[src/design/i2cbc_pkg.sv]
`timescale 1ns / 1ps

package i2cbc_pkg;

  // Configuration register indexes.
  localparam logic CfgHalfPeriod = 1'b0;
  localparam logic CfgMaxPulses  = 1'b1;

  localparam int unsigned HalfPeriodWidth = 16;
  localparam int unsigned PulseWidth      = 4;
  localparam int unsigned CfgDataWidth    = 16;

  // Register values after reset.
  localparam logic [HalfPeriodWidth-1:0] HalfPeriodReset = 16'd10;
  localparam logic [PulseWidth-1:0]      MaxPulsesReset  = 4'd9;

  typedef struct packed {
    logic action;
    logic sda_level;
  } in_item_t;

  typedef struct packed {
    logic                  scl_release;
    logic                  sda_release;
    logic                  busy_res;
    logic                  finished;
    logic                  was_stuck;
    logic [PulseWidth-1:0] pulses_done;
    logic                  sda_free_at_end;
  } out_item_t;

endpackage

[src/design/i2cbc_core.sv]
`timescale 1ns / 1ps

module i2cbc_core
  import i2cbc_pkg::*;
#(
  parameter int unsigned DelayWidth = 16
) (
  input  logic                       clk_i,
  input  logic                       rst_ni,
  input  logic                       step_i,
  input  in_item_t                   item_i,
  input  logic [HalfPeriodWidth-1:0] half_period_i,
  input  logic [PulseWidth-1:0]      max_pulses_i,
  output out_item_t                  result_o
);

  typedef enum logic [2:0] {
    PhIdle,
    PhRelease,
    PhLow,
    PhHigh,
    PhStop1,
    PhStop2,
    PhStop3,
    PhStop4
  } phase_e;

  localparam logic [PulseWidth-1:0] PulseMax = '1;

  phase_e                phase_q, phase_d;
  logic [DelayWidth-1:0] delay_q, delay_d;
  logic [PulseWidth-1:0] pulse_q, pulse_d;
  logic                  stuck_q, stuck_d;
  logic                  end_level_q, end_level_d;

  logic                  hold_ovf;
  logic [DelayWidth-1:0] hold;
  logic [DelayWidth-1:0] delay_inc;
  logic                  fin;
  logic                  scl_drv, sda_drv;
  logic [PulseWidth-1:0] pulse_inc;

  // Hold time: zero counts as one tick, a value beyond the counter saturates.
  assign hold_ovf  = |(half_period_i >> DelayWidth);
  assign hold      = hold_ovf ? '1 :
                     (half_period_i == '0) ? DelayWidth'(1) : DelayWidth'(half_period_i);
  assign delay_inc = delay_q + DelayWidth'(1);
  assign pulse_inc = (pulse_q == PulseMax) ? pulse_q : pulse_q + PulseWidth'(1);

  always_comb begin
    phase_d     = phase_q;
    delay_d     = delay_q;
    pulse_d     = pulse_q;
    stuck_d     = stuck_q;
    end_level_d = end_level_q;
    fin         = 1'b0;
    if (phase_q == PhIdle) begin
      if (item_i.action) begin
        phase_d = PhRelease;
        delay_d = '0;
        pulse_d = '0;
        stuck_d = 1'b0;
      end
    end else if (delay_inc < hold) begin
      delay_d = delay_inc;
    end else begin
      delay_d = '0;
      case (phase_q)
        PhRelease: begin
          if (item_i.sda_level) begin
            end_level_d = 1'b1;
            phase_d     = PhIdle;
            fin         = 1'b1;
          end else begin
            stuck_d = 1'b1;
            if (max_pulses_i != '0) begin
              phase_d = PhLow;
              pulse_d = pulse_inc;
            end else begin
              phase_d = PhStop1;
            end
          end
        end
        PhLow: phase_d = PhHigh;
        PhHigh: begin
          if (pulse_q < max_pulses_i && !item_i.sda_level) begin
            phase_d = PhLow;
            pulse_d = pulse_inc;
          end else begin
            phase_d = PhStop1;
          end
        end
        PhStop1: phase_d = PhStop2;
        PhStop2: phase_d = PhStop3;
        PhStop3: phase_d = PhStop4;
        default: begin
          end_level_d = item_i.sda_level;
          phase_d     = PhIdle;
          fin         = 1'b1;
        end
      endcase
    end
  end

  always_comb begin
    case (phase_d)
      PhLow: begin
        scl_drv = 1'b0;
        sda_drv = 1'b1;
      end
      PhStop1: begin
        scl_drv = 1'b0;
        sda_drv = 1'b1;
      end
      PhStop2: begin
        scl_drv = 1'b0;
        sda_drv = 1'b0;
      end
      PhStop3: begin
        scl_drv = 1'b1;
        sda_drv = 1'b0;
      end
      default: begin
        scl_drv = 1'b1;
        sda_drv = 1'b1;
      end
    endcase
  end

  always_comb begin
    result_o.scl_release     = scl_drv;
    result_o.sda_release     = sda_drv;
    result_o.busy_res        = (phase_d != PhIdle);
    result_o.finished        = fin;
    result_o.was_stuck       = stuck_d;
    result_o.pulses_done     = pulse_d;
    result_o.sda_free_at_end = end_level_d;
  end

  always_ff @(posedge clk_i or negedge rst_ni) begin
    if (!rst_ni) begin
      phase_q     <= PhIdle;
      delay_q     <= '0;
      pulse_q     <= '0;
      stuck_q     <= 1'b0;
      end_level_q <= 1'b1;
    end else if (step_i) begin
      phase_q     <= phase_d;
      delay_q     <= delay_d;
      pulse_q     <= pulse_d;
      stuck_q     <= stuck_d;
      end_level_q <= end_level_d;
    end
  end

endmodule

[src/design/i2cbc_out_buf.sv]
`timescale 1ns / 1ps

module i2cbc_out_buf
  import i2cbc_pkg::*;
(
  input  logic      clk_i,
  input  logic      rst_ni,
  input  logic      in_valid_i,
  output logic      in_stall_o,
  input  out_item_t in_item_i,
  output logic      out_valid_o,
  input  logic      out_stall_i,
  output out_item_t out_item_o
);

  logic      out_valid_q, skid_valid_q;
  out_item_t out_q, skid_q;
  logic      take, acc;

  // The skid entry catches an item that arrives while the output is held.
  assign in_stall_o  = skid_valid_q;
  assign take        = out_valid_q & ~out_stall_i;
  assign acc         = in_valid_i & ~skid_valid_q;
  assign out_valid_o = out_valid_q;
  assign out_item_o  = out_q;

  always_ff @(posedge clk_i or negedge rst_ni) begin
    if (!rst_ni) begin
      out_valid_q  <= 1'b0;
      skid_valid_q <= 1'b0;
    end else if (take) begin
      if (skid_valid_q) begin
        skid_valid_q <= 1'b0;
      end else begin
        out_valid_q <= acc;
      end
    end else if (acc) begin
      if (out_valid_q) begin
        skid_valid_q <= 1'b1;
      end else begin
        out_valid_q <= 1'b1;
      end
    end
  end

  always_ff @(posedge clk_i) begin
    if (take) begin
      if (skid_valid_q) begin
        out_q <= skid_q;
      end else if (acc) begin
        out_q <= in_item_i;
      end
    end else if (acc) begin
      if (out_valid_q) begin
        skid_q <= in_item_i;
      end else begin
        out_q <= in_item_i;
      end
    end
  end

endmodule

[src/design/i2c_bus_clear_sequencer.sv]
`timescale 1ns / 1ps

// I2C bus-clear sequencer. Each input item is one time tick carrying a start
// command flag and the sampled SDA level; each accepted item yields exactly one
// result item with the SCL and SDA drives, busy and finished flags and the
// status of the current or last sequence. A start releases both lines for one
// half period; a free SDA then ends it, else SCL is clocked while SDA stays
// low (up to max_pulses pulses), closing with a STOP condition. The block takes
// one item per clock cycle while in_stall_o is low; the sequencer state updates
// in the cycle an item is accepted and its result is written to an output
// register, backed by a one-entry skid buffer, so a new item is accepted even
// while the previous result is still held by the sink. Configuration registers
// must only be written while no sequence is running and no results are pending.
module i2c_bus_clear_sequencer
  import i2cbc_pkg::*;
#(
  parameter int unsigned DelayWidth = 16
) (
  input  logic                    clk_i,
  input  logic                    rst_ni,
  input  logic                    cfg_we_i,
  input  logic                    cfg_idx_i,
  input  logic [CfgDataWidth-1:0] cfg_wdata_i,
  input  logic                    in_valid_i,
  output logic                    in_stall_o,
  input  in_item_t                in_item_i,
  output logic                    out_valid_o,
  input  logic                    out_stall_i,
  output out_item_t               out_item_o
);

  logic [HalfPeriodWidth-1:0] half_period_q;
  logic [PulseWidth-1:0]      max_pulses_q;
  logic                       step;
  out_item_t                  result;

  // Configuration registers, written directly by the plain write port.
  always_ff @(posedge clk_i or negedge rst_ni) begin
    if (!rst_ni) begin
      half_period_q <= HalfPeriodReset;
      max_pulses_q  <= MaxPulsesReset;
    end else if (cfg_we_i) begin
      case (cfg_idx_i)
        CfgHalfPeriod: half_period_q <= cfg_wdata_i[HalfPeriodWidth-1:0];
        CfgMaxPulses:  max_pulses_q  <= cfg_wdata_i[PulseWidth-1:0];
        default: ;
      endcase
    end
  end

  // An item is consumed in the cycle it is accepted.
  assign step = in_valid_i & ~in_stall_o;

  i2cbc_core #(
    .DelayWidth(DelayWidth)
  ) u_core (
    .clk_i        (clk_i),
    .rst_ni       (rst_ni),
    .step_i       (step),
    .item_i       (in_item_i),
    .half_period_i(half_period_q),
    .max_pulses_i (max_pulses_q),
    .result_o     (result)
  );

  i2cbc_out_buf u_out_buf (
    .clk_i      (clk_i),
    .rst_ni     (rst_ni),
    .in_valid_i (in_valid_i),
    .in_stall_o (in_stall_o),
    .in_item_i  (result),
    .out_valid_o(out_valid_o),
    .out_stall_i(out_stall_i),
    .out_item_o (out_item_o)
  );

endmodule

[config.mk]
export PLATFORM = sky130hd
export DESIGN_NAME = i2c_bus_clear_sequencer
export DESIGN_NICKNAME = d
export VERILOG_FILES = /design/src/design/i2cbc_pkg.sv /design/src/design/i2cbc_core.sv /design/src/design/i2cbc_out_buf.sv /design/src/design/i2c_bus_clear_sequencer.sv
export SDC_FILE = /design/constraint.sdc
export NUM_CORES = 1
export LEC_CHECK = 0
export ABC_CLOCK_PERIOD_IN_PS = 3950
export BUFFER_PORTS_ARGS = -buffer_cell sky130_fd_sc_hd__buf_4
export CORE_ASPECT_RATIO = 0.6
export CORE_MARGIN = 2
export CORE_UTILIZATION = 58
export CTS_CLUSTER_DIAMETER = 50
export DETAILED_ROUTE_END_ITERATION = 12
export HOLD_SLACK_MARGIN = 0.1
export PLACE_DENSITY = 0.84
export SYNTH_ARGS = -nofsm -noshare
export SYNTH_HDL_FRONTEND = slang
export SYNTH_SLANG_ARGS = --single-unit
[constraint.sdc]
create_clock -name clk_i -period 3.95 [get_ports clk_i]
set_input_delay 0 -clock clk_i [delete_from_list [all_inputs] [get_ports clk_i]]
set_output_delay 0 -clock clk_i [all_outputs]
set_load 0.005 [all_outputs]
# ---- Word-level counts from Yosys, hierarchy flattened
# Cells that the tools add are included.
dict set report word_totals {
  reg_bits 67
  word_cells 111
}
dict set report classes {
  bitwise 6
  eq_ne 14
  n_reduce_logical 19
  n_mux 45
  n_lt_le_gt_ge 2
  addsub 2
}
# operator n
set op_table {}
lappend op_table {{2-to-1 mux 16 bit} 4}
lappend op_table {{2-to-1 mux 10 bit} 5}
lappend op_table {{2-to-1 mux 4 bit} 7}
lappend op_table {{2-to-1 mux 1 bit} 19}
lappend op_table {{== test 3 bit (second input constant)} 6}
lappend op_table {{2-to-1 mux 3 bit} 6}
lappend op_table {{case mux 3 bit (6 select lines)} 1}
lappend op_table {{adder 16 x 1 -> 16 bit (second input constant)} 1}
lappend op_table {{zero test 16 bit} 1}
lappend op_table {{< comparator 16 bit} 1}
lappend op_table {{AND reduction 2 bit} 5}
lappend op_table {{== test 3 x 2 -> 1 bit (second input constant)} 3}
lappend op_table {{case mux 4 bit (2 select lines)} 1}
lappend op_table {{inequality test 2 bit (second input constant)} 3}
lappend op_table {{AND reduction 3 bit} 2}
lappend op_table {{nonzero test 2 bit} 3}
lappend op_table {{OR reduction 5 bit} 1}
lappend op_table {{adder 4 x 1 -> 4 bit (second input constant)} 1}
lappend op_table {{== test 4 bit (second input constant)} 1}
lappend op_table {{< comparator 4 bit} 1}
lappend op_table {{NOT 1 bit} 4}
lappend op_table {{case mux 1 bit (2 select lines)} 2}
lappend op_table {{nonzero test 4 bit} 1}
lappend op_table {{== test 3 x 1 -> 1 bit (second input constant)} 1}
lappend op_table {{other kinds (7)} 8}

# ---- Logic depth before layout (Yosys ltp)
dict set report depth {
  depth_word 12
  depth_mapped 17
  depth_no_buf 16
}

# ---- Modules after synthesis
# A second synthesis with hierarchy kept.
dict set report unflattened {
  hier_cells 368
  area_unflattened_um2 4015.1
}
# module cells_per_inst area_each_um2 seq_area_each_um2 n_inst
set by_module_without_submodules {}
lappend by_module_without_submodules {i2cbc_core 279 2324.7 626.9 1}
lappend by_module_without_submodules {i2cbc_out_buf 44 867.1 650.6 1}
lappend by_module_without_submodules {i2c_bus_clear_sequencer 45 823.3 505.5 1}

# ---- Worst setup path before layout
# No wires, ideal clock.
dict set report synth_timing {
  path_kind {reg-to-reg}
  startpoint {register u_core.delay_q[0]}
  endpoint {register u_out_buf.out_q (netlist bit u_out_buf.out_item_o[1]) (data pin)}
  arrival_ns 3.379
  setup_slack_ns 0.311
  t_required_ns 3.690
  path_stages_with_launch 18
  cell_sequence {dfrtp_1 > and3_1 > nand3_1 > inv_1 > nand2_1 > nor3_1 > nand3_1 > xnor2_1 > ha_1 > nand4_1 > nor3_2 > and3_1 > o21ai_2 > and2_4 > buf_6 > nor4_4 > mux2i_1 > mux2_2}
}
# item line
set synth_rtl {}
lappend synth_rtl {{start, declared} i2cbc_core.sv:31} ;# logic [DelayWidth-1:0] delay_q, delay_d;
lappend synth_rtl {{start signal, assigned} i2cbc_core.sv:149} ;# delay_q <= delay_d;
lappend synth_rtl {{end signal, assigned} i2cbc_out_buf.sv:49} ;# out_q <= skid_q;
lappend synth_rtl {{end signal, assigned} i2cbc_out_buf.sv:51} ;# out_q <= in_item_i;
lappend synth_rtl {{end signal, assigned} i2cbc_out_buf.sv:57} ;# out_q <= in_item_i;
lappend synth_rtl {{end, declared} i2cbc_out_buf.sv:17} ;# out_item_t out_q, skid_q;

==> metrics.md <==
| Metric | Value |
|---|---|
| Required time of the worst setup path | `a little over 4 ns` |
| CTS tree | `yes` |
| Via Count | `~3000` |
| Ys Warns | `0` |
| F_max | `0.268 GHz` |
| Row Count | `22` |
| Yosys reg bits | `67` |
| Worst Setup Path Type | `reg2reg` |
| Ys flop type | `dfrtp_1` |
| Endpoint class of the critical path | `flop` |
| Cts bufs inserted | `9` |
| Fin crit share | `approximately 94%` |
| Max Cap Violations | `0` |
| CTS Sinks | `between 60 and 70` |
| Synth unique cells | `57` |
| VDD IR max | `approximately 0.37 mV` |
| Nets | `about 470` |
| Pin count of the biggest net entering global routing | `48` |
| Vias per inst | `around 5.9` |
| GPL Wtd Cong | `just over 0.9` |
| Skew final | `0.0127 ns` |
| PortBufs | `35` |
| DR pass1 iterations | `5` |
| Mapped Cells | `370` |
| Leak | `approximately 2.0 nW` |
| P per Cell Area | `~520 nW/um^2` |
| Final setup fails | `0` |
| Final Max Tran Viols | `0` |
| Final WL | `9050 um` |
| Wire per inst | `17.4 um` |
| Wire length on met1 | `around 4100 um` |
| Share of cells above drive strength 1 | `19.8%` |
| Clock transition at path regs | `roughly 0.07 ns` |
| Status | `finished, final reports clean` |
| H-Tree Depth | `3` |
| Top Layer Used | `met4` |
| Residual DRC count | `0` |
| N_diodes | `0` |
| Met2 wire len | `approximately 4200 um` |
| Post-DP Area | `slightly above 4000 um^2` |
| Metal3 WL | `slightly below 700 um` |
| Dpl ws | `between 0.1 and 0.15 ns` |
| First-pass GRT wire length | `about 14000 um` |
| I/O pins | `36` |
| DR iter-0 viols | `roughly 300` |
| CP Max Fanout | `10` |
| Fill cells | `~400` |
| Grt total ovfl | `0` |
| Worst slew pin tran | `between 1 and 1.5 ns` |
| Finished Cell Area | `between 4000 and 5000 um^2` |
| Chip width | `107 um` |
| Clock latency at the later pin of the worst-skew pair | `0.36 ns` |
| Hpwl dp | `6180 um` |
| Max Root-Sink Buffers | `2` |
| Sequential Area | `~1800 um^2` |
| Routed Antenna Nets | `0` |
| Seq/Total Area, Yosys | `between 40% and 50%` |
| Ys async rst share | `between 70 and 80%` |
| Clk root buf | `clkbuf_8` |
| Core area | `between 6000 and 7000 um^2` |
| Initial antenna violation count | `0` |
| Type of the worst min-delay path | `in2reg` |
| Worst setup margin | `approximately 0.22 ns` |
| Netlist Area Pre-Place | `3690 um^2` |
| Minimum clock period | `between 3 and 4 ns` |
| Starting Density | `around three fifths` |
| CP Data Arrival Time | `between 3 and 4 ns` |
| Max-slew headroom | `~29%` |
| Area of the multi-input gates | `1800 um^2` |
| CP Launch Type | `flop` |
| GR Util All Layers | `a little over a quarter` |
| Vias in the first global route | `2842` |
| Mean Syn Cell Area | `approximately 10 um^2` |
| DIE AREA | `7040 um^2` |
| Count of final hold-check violations | `0` |
| Syn Nets | `roughly 410` |
| Area Overhead vs Synth | `23.4%` |
| Die height | `about 66 um` |
| EDFF count, synth | `20` |
-- final timing paths --
| check | startpoint | end | slack (ns) | cells past startpoint |
|---|---|---|---|---|
| max | u_core.delay_q[1]$_DFFE_PN0P_ | u_out_buf.out_item_o[4]$_DFFE_PP_ | 0.22 | 16 |
| min | cfg_we_i | max_pulses_q[3]$_DFFE_PN1P_ | 0.13 | 3 |
| max reg2reg | u_core.delay_q[1]$_DFFE_PN0P_ | u_out_buf.out_item_o[4]$_DFFE_PP_ | 0.22 | 16 |
| min reg2reg | u_core.delay_q[15]$_DFFE_PN0P_ | u_core.delay_q[15]$_DFFE_PN0P_ | 0.52 | 1 |
| max in group asynchronous | rst_ni | u_core.pulse_q[0]$_DFFE_PN0P_ | 3.32 | 2 |
| min in group asynchronous | rst_ni | half_period_q[9]$_DFFE_PN0P_ | 0.22 | 2 |
-- cells by family after synthesis --
kind of cell | Yosys count | synth area share [%]
AND/OR/NAND/NOR | 115 | 15.4
AO/OA/AOI/OAI | 94 | 16.8
flip-flops | 67 | 48.3
buffers and inverters | 44 | 4.68
adder cells (fa/ha/maj) | 20 | 6.78
XOR/XNOR | 15 | 3.56
multiplexers | 15 | 4.44
-- cells in the mapped netlist (all sizes together), types with 4 or more instances --
cell type / number / area (um^2)
xor2: 5 / 43.8
nor3: 5 / 30.0
mux2: 11 / 124
and3: 5 / 31.3
edfxtp: 20 / 601
mux2i: 4 / 40.0
o21ai: 35 / 179
xnor2: 10 / 87.6
ha: 20 / 250
inv: 31 / 116
dfstp: 5 / 131
nor2: 18 / 67.6
clkbuf: 12 / 45.0
a21oi: 14 / 70.1
a22o: 14 / 123
nand2b: 5 / 31.3
nand3: 14 / 70.1
nand2: 45 / 169
nor4: 7 / 58.8
a31oi: 6 / 37.5
dfrtp: 42 / 1050
nand4: 4 / 25.0
-- placed cells by master (no fill, tap or decap), types with 3 or more instances in the layout --
cell type | synthesis | routed
nand2_1 | 45 | 45
dfrtp_1 | 42 | 42
buf_4 | 0 | 41
inv_1 | 31 | 31
o21ai_0 | 28 | 28
dlygate4sd3_1 | 0 | 21
ha_1 | 20 | 20
edfxtp_1 | 20 | 20
nor2_1 | 18 | 18
nand3_1 | 14 | 14
a21oi_1 | 14 | 14
a22o_1 | 14 | 14
mux2_2 | 11 | 11
xnor2_1 | 10 | 9
clkbuf_8 | 0 | 9
and3_1 | 5 | 5
xor2_1 | 5 | 5
o21ai_1 | 6 | 5
nor4_1 | 6 | 5
dfstp_2 | 5 | 5
nand4_1 | 4 | 4
nor3_1 | 4 | 4
nand2b_1 | 5 | 4
a31oi_1 | 6 | 4
a22oi_1 | 3 | 3
nor2b_1 | 3 | 3
mux2i_1 | 4 | 3
-- registers in the layout, summed over array words and instances (netlist names) --
name and count:
u_core.phase_q 3, u_core.end_level_q 1, half_period_q 16, u_core.pulse_q 4, u_core.stuck_q 1, u_out_buf.out_valid_o 1, u_core.delay_q 16, u_out_buf.out_item_o 10
u_out_buf.in_stall_o 1, u_out_buf.skid_q 10, max_pulses_q 4
-- through the flow --
step / total power (W) / TNS (ns) / hold slack [ns] / utilization (%) / instances
2_1_floorplan: 0.00142 / 0 / -0.296 / - / 370
3_3_place_gp: 0.00164 / 0 / 0.0397 / 65.7 / 480
3_5_place_dp: 0.00168 / 0 / 0.0388 / 65.7 / 480
4_1_cts: 0.00234 / 0 / 0.125 / 72.8 / 517
5_1_grt: 0.00251 / -0.0220 / 0.151 / 74.2 / 519
6_report: 0.00238 / 0 / 0.127 / 74.2 / 519
-- worst max-delay path, stage by stage, from the launching register on --
cell	delay, ns
dfrtp_1	0.40
ha_1	0.20
and3_1	0.19
and3_1	0.24
inv_1	0.08
nor2_1	0.18
nand3_1	0.15
xnor2_2	0.18
ha_1	0.29
nand4_1	0.11
nor3_2	0.25
and3_1	0.21
o21ai_2	0.08
and2_4	0.22
o311ai_1	0.28
o21ai_1	0.15
mux2_2	0.28
-- report_power, final --
part	internal, W	total [W]	leakage (nW)	switching (W)
clock	0.000367	0.000639	0.117	0.000272
sequential	0.000877	0.000991	0.772	0.000114
combinational	0.000320	0.000752	1.16	0.000432
-- what timing repair did --
action	4_1_cts	5_1_grt
resized for setup	0	11
hold buffers	21	0
hold endpoints to repair	70	0
buffers inserted	0	2
setup endpoints to repair	0	15
-- area by class of cell --
cell class	count	area share, %
multi-input combinational	259	39.6
sequential	67	39.1
inverter	31	2.55
clock inverter	5	1.24
tap	84	2.31
clock buffer	11	3.82
timing repair buffer	62	11.4
-- per-layer routing --
layer	global-route usage, %	up-vias
met5	0	-
met4	8.28	0
met3	5.52	17
met2	42.5	130
met1	39.2	1460
li1	-	1463
Note: power is estimated with default switching activity, not from simulation.
